===== src/smm_pkg.sv =====
// ----------------------------------------------------------------------------
// smm_pkg
// Shared types, opcodes and constants of the small matrix multiply unit.
// ----------------------------------------------------------------------------
`default_nettype none

package smm_pkg;

  // Default matrix dimensions
  localparam int ROWS_DEF  = 4;
  localparam int INNER_DEF = 4;
  localparam int COLS_DEF  = 4;

  // Transaction opcodes
  localparam logic [1:0] OP_LEFT  = 2'd0;
  localparam logic [1:0] OP_RIGHT = 2'd1;
  localparam logic [1:0] OP_MUL   = 2'd2;

  // Q16.16 element format
  localparam int ELEM_W = 32;
  localparam int FRAC_W = 16;
  localparam int PROD_W = 2 * ELEM_W;

  // Clip values for out-of-range sums
  localparam logic [ELEM_W-1:0] SAT_POS = 32'h7FFF_FFFF;
  localparam logic [ELEM_W-1:0] SAT_NEG = 32'h8000_0000;

  // Tag that travels with each operand pair into the MAC
  typedef struct packed {
    logic valid;  // operand pair present
    logic first;  // first term of a dot product
    logic last;   // final term of a dot product
  } mac_ctl_t;

endpackage

`default_nettype wire


===== src/smm_ram.sv =====
// ----------------------------------------------------------------------------
// smm_ram
// Generic simple dual-port RAM: one write port, one read port, registered read.
// ----------------------------------------------------------------------------
`default_nettype none

module smm_ram #(
  parameter int WIDTH = 32,
  parameter int DEPTH = 16,
  parameter int AW    = (DEPTH > 1) ? $clog2(DEPTH) : 1
) (
  input  wire logic             clk,
  input  wire logic             we,
  input  wire logic [AW-1:0]    waddr,
  input  wire logic [WIDTH-1:0] wdata,
  input  wire logic [AW-1:0]    raddr,
  output logic      [WIDTH-1:0] rdata
);

  logic [WIDTH-1:0] mem [DEPTH];

  // Write port
  always_ff @(posedge clk) begin
    if (we) begin
      mem[waddr] <= wdata;
    end
  end

  // Registered read port
  always_ff @(posedge clk) begin
    rdata <= mem[raddr];
  end

endmodule

`default_nettype wire


===== src/smm_mac.sv =====
// ----------------------------------------------------------------------------
// smm_mac
// Two-stage multiply-accumulate for one dot product, with Q16.16 rescale and
// saturation of the finished sum.
// ----------------------------------------------------------------------------
`default_nettype none

module smm_mac
  import smm_pkg::*;
#(
  parameter int INNER = INNER_DEF
) (
  input  wire logic              clk,
  input  wire logic              rst,
  input  wire mac_ctl_t          ctl,
  input  wire logic [ELEM_W-1:0] a,
  input  wire logic [ELEM_W-1:0] b,
  output logic                   done,
  output logic      [ELEM_W-1:0] result,
  output logic                   sat
);

  // Room for INNER full products plus sign
  localparam int ACC_W = PROD_W + $clog2(INNER) + 1;
  localparam int TOP_LO = FRAC_W + ELEM_W - 1;

  mac_ctl_t                 pctl;
  logic signed [PROD_W-1:0] a_ext;
  logic signed [PROD_W-1:0] b_ext;
  logic [PROD_W-1:0]        prod;
  logic [ACC_W-1:0]         acc;
  logic [ACC_W-1:0]         prod_ext;
  logic [ACC_W-TOP_LO-1:0]  top_bits;

  // Stage 1: signed 32x32 product
  always_ff @(posedge clk) begin
    if (rst) begin
      pctl <= '0;
    end else begin
      pctl <= ctl;
    end
  end

  // Sign-extended operands; the low 64 bits hold the full signed product
  assign a_ext = {{(PROD_W-ELEM_W){a[ELEM_W-1]}}, a};
  assign b_ext = {{(PROD_W-ELEM_W){b[ELEM_W-1]}}, b};

  always_ff @(posedge clk) begin
    prod <= a_ext * b_ext;
  end

  assign prod_ext = {{(ACC_W-PROD_W){prod[PROD_W-1]}}, prod};

  // Stage 2: accumulate, restart on first term
  always_ff @(posedge clk) begin
    if (pctl.valid) begin
      acc <= pctl.first ? prod_ext : acc + prod_ext;
    end
  end

  always_ff @(posedge clk) begin
    if (rst) begin
      done <= 1'b0;
    end else begin
      done <= pctl.valid & pctl.last;
    end
  end

  // Rescale and clip: sum fits when bit 47 and all bits above it match the sign
  assign top_bits = acc[ACC_W-1:TOP_LO];
  assign sat      = !((&top_bits) || !(|top_bits));
  assign result   = sat ? (acc[ACC_W-1] ? SAT_NEG : SAT_POS)
                        : acc[TOP_LO:FRAC_W];

endmodule

`default_nettype wire


===== src/small_matrix_multiply_unit.sv =====
// ----------------------------------------------------------------------------
// small_matrix_multiply_unit
// Q16.16 matrix product of a ROWS x INNER left and an INNER x COLS right
// matrix held in two RAMs.
//
// Input channel (in_valid/in_stall): op 0 writes value at (row, col) of the
// left matrix, op 1 of the right matrix; out-of-range writes and op 3 are
// dropped. Writes are accepted back to back.
// Op 2 starts a product run; in_stall stays high until the last element of
// the run has been handed to the output register.
// Output channel (out_valid/out_stall): one transaction per product element,
// row-major, with last on the final one. Each element issues INNER reads
// through the single read port of each RAM into one shared MAC; the terms
// pass the RAM read, multiply and accumulate stages, and the output register
// loads before the first read of the next element is issued.
// While the output register holds an element and out_stall is high, the next
// element is not started, so the run simply pauses. Reset empties the output
// register and returns to idle; RAM contents are undefined until written.
// ----------------------------------------------------------------------------
`default_nettype none

module small_matrix_multiply_unit
  import smm_pkg::*;
#(
  parameter int ROWS  = ROWS_DEF,
  parameter int INNER = INNER_DEF,
  parameter int COLS  = COLS_DEF
) (
  input  wire logic              clk,
  input  wire logic              rst,
  input  wire logic              in_valid,
  output logic                   in_stall,
  input  wire logic [1:0]        op,
  input  wire logic [2:0]        row,
  input  wire logic [2:0]        col,
  input  wire logic [ELEM_W-1:0] value,
  output logic                   out_valid,
  input  wire logic              out_stall,
  output logic      [2:0]        out_row,
  output logic      [2:0]        out_col,
  output logic      [ELEM_W-1:0] product_value,
  output logic                   saturated,
  output logic                   last
);

  localparam int LDEPTH = ROWS * INNER;
  localparam int RDEPTH = INNER * COLS;
  localparam int LA_W   = (LDEPTH > 1) ? $clog2(LDEPTH) : 1;
  localparam int RA_W   = (RDEPTH > 1) ? $clog2(RDEPTH) : 1;
  localparam int RW     = (ROWS > 1) ? $clog2(ROWS) : 1;
  localparam int KW     = (INNER > 1) ? $clog2(INNER) : 1;
  localparam int CW     = (COLS > 1) ? $clog2(COLS) : 1;

  // Sequencer states
  localparam logic [1:0] ST_IDLE  = 2'd0;
  localparam logic [1:0] ST_ISSUE = 2'd1;
  localparam logic [1:0] ST_WAIT  = 2'd2;

  logic [1:0]        state;
  logic [1:0]        state_next;
  logic [RW-1:0]     r_idx;
  logic [CW-1:0]     c_idx;
  logic [KW-1:0]     k_idx;

  logic              in_acc;
  logic              l_we;
  logic              r_we;
  logic [6:0]        l_wa_full;
  logic [6:0]        r_wa_full;
  logic [6:0]        l_ra_full;
  logic [6:0]        r_ra_full;
  logic [ELEM_W-1:0] l_rdata;
  logic [ELEM_W-1:0] r_rdata;

  logic              issue;
  logic              k_last;
  logic              elem_last;
  mac_ctl_t          rd_ctl;
  mac_ctl_t          mac_ctl;

  logic              mac_done;
  logic [ELEM_W-1:0] mac_result;
  logic              mac_sat;

  // Input handshake and writes
  assign in_stall = (state != ST_IDLE);
  assign in_acc   = in_valid & ~in_stall;

  assign l_we = in_acc && (op == OP_LEFT) && ({1'b0, row} < 4'(ROWS))
                && ({1'b0, col} < 4'(INNER));
  assign r_we = in_acc && (op == OP_RIGHT) && ({1'b0, row} < 4'(INNER))
                && ({1'b0, col} < 4'(COLS));

  assign l_wa_full = {4'b0, row} * 7'(INNER) + {4'b0, col};
  assign r_wa_full = {4'b0, row} * 7'(COLS) + {4'b0, col};

  // Read addresses for the current term
  assign l_ra_full = 7'(r_idx) * 7'(INNER) + 7'(k_idx);
  assign r_ra_full = 7'(k_idx) * 7'(COLS) + 7'(c_idx);

  smm_ram #(
    .WIDTH (ELEM_W),
    .DEPTH (LDEPTH)
  ) u_left_ram (
    .clk   (clk),
    .we    (l_we),
    .waddr (l_wa_full[LA_W-1:0]),
    .wdata (value),
    .raddr (l_ra_full[LA_W-1:0]),
    .rdata (l_rdata)
  );

  smm_ram #(
    .WIDTH (ELEM_W),
    .DEPTH (RDEPTH)
  ) u_right_ram (
    .clk   (clk),
    .we    (r_we),
    .waddr (r_wa_full[RA_W-1:0]),
    .wdata (value),
    .raddr (r_ra_full[RA_W-1:0]),
    .rdata (r_rdata)
  );

  // An element starts only once the output register will be free
  assign k_last    = (k_idx == KW'(INNER - 1));
  assign elem_last = (r_idx == RW'(ROWS - 1)) && (c_idx == CW'(COLS - 1));
  assign issue     = (state == ST_ISSUE)
                     && ((k_idx != '0) || !out_valid || !out_stall);

  assign rd_ctl.valid = issue;
  assign rd_ctl.first = (k_idx == '0);
  assign rd_ctl.last  = k_last;

  // Tag follows the registered RAM read
  always_ff @(posedge clk) begin
    if (rst) begin
      mac_ctl <= '0;
    end else begin
      mac_ctl <= rd_ctl;
    end
  end

  smm_mac #(
    .INNER (INNER)
  ) u_mac (
    .clk    (clk),
    .rst    (rst),
    .ctl    (mac_ctl),
    .a      (l_rdata),
    .b      (r_rdata),
    .done   (mac_done),
    .result (mac_result),
    .sat    (mac_sat)
  );

  // Sequencer
  always_comb begin
    state_next = state;
    unique case (state)
      ST_IDLE: begin
        if (in_acc && (op == OP_MUL)) state_next = ST_ISSUE;
      end
      ST_ISSUE: begin
        if (issue && k_last) state_next = ST_WAIT;
      end
      ST_WAIT: begin
        if (mac_done) state_next = elem_last ? ST_IDLE : ST_ISSUE;
      end
      default: state_next = ST_IDLE;
    endcase
  end

  always_ff @(posedge clk) begin
    if (rst) begin
      state <= ST_IDLE;
      r_idx <= '0;
      c_idx <= '0;
      k_idx <= '0;
    end else begin
      state <= state_next;
      if (state == ST_IDLE) begin
        r_idx <= '0;
        c_idx <= '0;
        k_idx <= '0;
      end else if (issue) begin
        k_idx <= k_last ? '0 : k_idx + 1'b1;
      end else if ((state == ST_WAIT) && mac_done && !elem_last) begin
        if (c_idx == CW'(COLS - 1)) begin
          c_idx <= '0;
          r_idx <= r_idx + 1'b1;
        end else begin
          c_idx <= c_idx + 1'b1;
        end
      end
    end
  end

  // Output register
  always_ff @(posedge clk) begin
    if (rst) begin
      out_valid <= 1'b0;
    end else if (mac_done) begin
      out_valid <= 1'b1;
    end else if (!out_stall) begin
      out_valid <= 1'b0;
    end
  end

  always_ff @(posedge clk) begin
    if (mac_done) begin
      out_row       <= 3'(r_idx);
      out_col       <= 3'(c_idx);
      product_value <= mac_result;
      saturated     <= mac_sat;
      last          <= elem_last;
    end
  end

endmodule

`default_nettype wire

===== config.mk =====
export PLATFORM = sky130hd
export DESIGN_NAME = small_matrix_multiply_unit
export DESIGN_NICKNAME = d
export VERILOG_FILES = /design/src/smm_pkg.sv /design/src/smm_ram.sv /design/src/smm_mac.sv /design/src/small_matrix_multiply_unit.sv
export SDC_FILE = /design/constraint.sdc
export NUM_CORES = 2
export LEC_CHECK = 0
export BUFFER_PORTS_ARGS = -buffer_cell sky130_fd_sc_hd__buf_2
export CORE_MARGIN = 2
export CORE_UTILIZATION = 60
export CTS_CLUSTER_SIZE = 8
export DETAILED_ROUTE_END_ITERATION = 10
export GPL_TIMING_DRIVEN = 0
export PLACE_DENSITY = 0.74
export SKIP_CTS_REPAIR_TIMING = 1
export SLEW_MARGIN = 20
export SYNTH_ARGS = -nofsm -noshare
export SYNTH_HDL_FRONTEND = slang
export SYNTH_SLANG_ARGS = --single-unit

===== constraint.sdc =====
create_clock -name clk -period 21.2 [get_ports clk]
set_input_delay 4.24 -clock clk [delete_from_list [all_inputs] [get_ports clk]]
set_output_delay 4.24 -clock clk [all_outputs]
set_load 0.005 [all_outputs]

==> metrics <==
CTS tree built; hpwl dp between 200,000 and 250,000 um; vias after detailed routing between 50,000 and 60,000; CP arrival 11.36 ns; Die Area around 150,000 um^2; sequential area share after synthesis 0.426; Max-slew headroom 0.117; CORE AREA 143,000 um^2; gpl congestion ~1.0; Die W 383 um; critical path fanouts, max 10; port bufs 83; vias in the first global route ~59,000; synthesis-to-layout area growth 10.9%; via density per instance ~6.4; FF-to-FF path depth 24; cts bufs inserted around 180; Pleak approximately 38 nW; Worst setup SP type register; pin count of the biggest net entering global routing 43; Cells after Synth between 6,000 and 7,000; top_reg_cell synth edfxtp_1; worst vdd ir ~130 uV; Clock Sinks 1,273; grt total ovfl 0; flop2flop setup slack around 11 ns; endpoint type of the worst setup path register; first-pass detailed-route iteration total 6; yosys synthesis warning count 0; Skew-Pair Late Insertion Delay around 0.84 ns; end of the worst hold path u_mac.done; critical path class reg2reg; Hold Path Class reg2reg; clk buf depth 3; status finished clean; Final Skew around 0.064 ns; CP Data Required Time about 22 ns; Worst Hold Depth 2; clock slew at reported path FFs 0.05 ns; count of cell types in the netlist 83; final setup violation count 0; post-route minimum period 10.64 ns; GRT Util Overall 0.412; Wirelength per Cell approximately 33 um; Die H ~380 um; #FFs+latches synth 1,273; row cnt around 140; P per Cell Area ~96 nW/um^2; layout cells sized above 1 0.105; DR iter-0 viols roughly 6,200; RSZ-0062 raised after global routing false; Final Util 0.668; # nets final between 8,000 and 9,000; FF-to-FF End u_mac.prod[63]; Max Slew Vio Count 0; Final Hold Vio Count 0; initial antenna violation count 36; fin crit share 0.502; Mean Syn Cell Area 13.2 um^2; Design Area, Final ~96,000 um^2; Post-Syn Area around 86,000 um^2; Post-synth ARST share 0; Reg-to-Reg Start u_left_ram.rdata[8]; Residual DRC 0; area post-placement approximately 90,000 um^2; clock tree root driver cell clkbuf_16; fmax between 90 and 100 MHz; Slew @ Worst Pin about 1.3 ns; first-pass GRT wire length approximately 420,000 um; min-delay src u_mac.pctl[0]; Post-synth EDFFs approximately 1,100; maxcap violations 0; CTS HTree Levels 4; Top-Level Pins 86; TNS Setup 0 ns; DRT antenna net count 0; Initial Util 0.603; wirelength, routed 296,000 um
[final cells by class]
type | count | area, um^2
repair buffers | 125 | 1390
clock inverters | 14 | 420
flip-flops and latches | 1273 | 36800
well taps | 1903 | 2380
clock buffers | 276 | 4840
inverters | 1052 | 3950
fillers | 10000 | 47500
multi-input cells | 3884 | 44600
plain buffers | 346 | 1350
diodes | 26 | 65.1
[logic make-up (layout without fill, tap and decap cells)]
group | Yosys count | after routing | synth area share
and+or+nand+nor | 1540 | 1540 | 0.0877
xor gates and xnor gates | 119 | 119 | 0.0121
muxes | 330 | 330 | 0.0846
adders and majority gates | 1338 | 1338 | 0.288
other | 1 | 28 | 0.0000434
DFF | 1273 | 1273 | 0.426
AOI/OAI and AO/OA | 555 | 555 | 0.0411
buffers and inverters | 1398 | 1813 | 0.0608
[cell usage after synthesis (141+ instances only)]
| cell | n | area (um^2) |
|---|---|---|
| edfxtp_1 | 1129 | 33900 |
| fa_1 | 1083 | 21700 |
| inv_1 | 1050 | 3940 |
| nand2_1 | 656 | 2460 |
| and2_1 | 499 | 3120 |
| mux4_2 | 320 | 7210 |
| clkbuf_1 | 316 | 1190 |
| ha_1 | 255 | 3190 |
| o21ai_0 | 159 | 796 |
| nor2_1 | 155 | 582 |
| dfxtp_1 | 144 | 2880 |
| a21oi_1 | 141 | 706 |
[how the worst max path moves through the flow]
stage	startpoint	endpoint	slack, ns	cells past startpoint
6_report	u_left_ram.rdata[8]	u_mac.prod[63]	10.56	24
4_1_cts	u_left_ram.rdata[8]	u_mac.prod[63]	10.88	24
2_1_floorplan	u_left_ram.rdata[31]	u_mac.prod[62]	13.44	27
5_1_grt	u_right_ram.rdata[6]	u_mac.prod[62]	10.54	27
3_5_place_dp	u_left_ram.rdata[8]	u_mac.prod[63]	10.89	24
3_3_place_gp	u_right_ram.rdata[2]	u_mac.prod[62]	10.92	25
[cells in the final DEF (no fill, tap or decap), types with 23 or more instances in the layout]
cell type / netlist / final
a21o_1: 69 / 69
a21oi_1: 141 / 141
and2_1: 499 / 499
buf_2: 1 / 85
clkbuf_1: 316 / 392
clkbuf_16: 0 / 178
clkbuf_2: 0 / 32
dfxtp_1: 144 / 142
diode_2: 0 / 26
edfxtp_1: 1129 / 1129
fa_1: 1083 / 1082
ha_1: 255 / 255
inv_1: 1050 / 1050
mux4_2: 320 / 320
nand2_1: 656 / 656
nand3_1: 44 / 44
nand4_1: 38 / 38
nor2_1: 155 / 123
nor2_4: 0 / 32
nor3_1: 32 / 32
o21ai_0: 159 / 159
o21bai_1: 23 / 23
xnor2_1: 70 / 70
xor2_1: 49 / 49
[flip-flops by register name (all words and copies together), names as in the netlist]
| register | count |
|---|---|
| u_left_ram.rdata | 32 |
| u_mac.acc | 67 |
| u_mac.pctl | 3 |
| out_valid | 1 |
| last | 1 |
| saturated | 1 |
| k_idx | 2 |
| mac_ctl | 3 |
| u_right_ram.mem | 512 |
| u_mac.prod | 64 |
| product_value | 32 |
| r_idx | 2 |
| out_col | 2 |
| u_mac.done | 1 |
| u_right_ram.rdata | 32 |
| out_row | 2 |
| c_idx | 2 |
| u_left_ram.mem | 512 |
| state | 2 |
[per-stage QoR]
stage / power [mW] / setup slack, ns / std cells / hold slack (ns)
2_1_floorplan: 5.45 / 13.44 / 6555 / 0.395
3_3_place_gp: 6.30 / 10.92 / 8541 / 0.402
3_5_place_dp: 6.38 / 10.89 / 8580 / 0.405
4_1_cts: 9.11 / 10.88 / 8870 / 0.428
5_1_grt: 9.65 / 10.54 / 8879 / 0.442
6_report: 9.16 / 10.56 / 8899 / 0.426
[worst max-delay path: stages (launching register included)]
cell	delay (ns)
dfxtp_1	0.83
clkbuf_1	0.95
nand2_1	0.16
fa_1	0.56
fa_1	0.61
inv_1	0.07
fa_1	0.51
inv_1	0.06
fa_1	0.53
inv_1	0.09
fa_1	0.48
fa_1	0.52
fa_1	0.52
fa_1	0.42
ha_1	0.27
clkbuf_1	0.23
a21oi_1	0.29
o21ai_0	0.20
a2111oi_0	0.89
o211ai_1	0.61
a21oi_1	0.61
nor4_1	0.23
o21ai_0	0.44
a21oi_1	0.13
o211ai_1	0.27
[report_power, final]
group	internal [mW]	switching, mW	total [mW]
combinational	1.37	2.13	3.50
clock	1.57	1.19	2.76
sequential	2.86	0.0481	2.91
total	5.80	3.36	9.16
[per-layer routing]
| metal | global-route usage | part of all wire | wire length [um] | vias up |
|---|---|---|---|---|
| met5 | 0 | 0.00054 | 161 | - |
| met4 | 0.232 | 0.065 | 19400 | 20 |
| met3 | 0.0924 | 0.10 | 30600 | 922 |
| met2 | 0.664 | 0.48 | 141000 | 4200 |
| met1 | 0.521 | 0.35 | 105000 | 29300 |
| li1 | - | - | - | 22500 |
(Power assumes the default switching activity.)
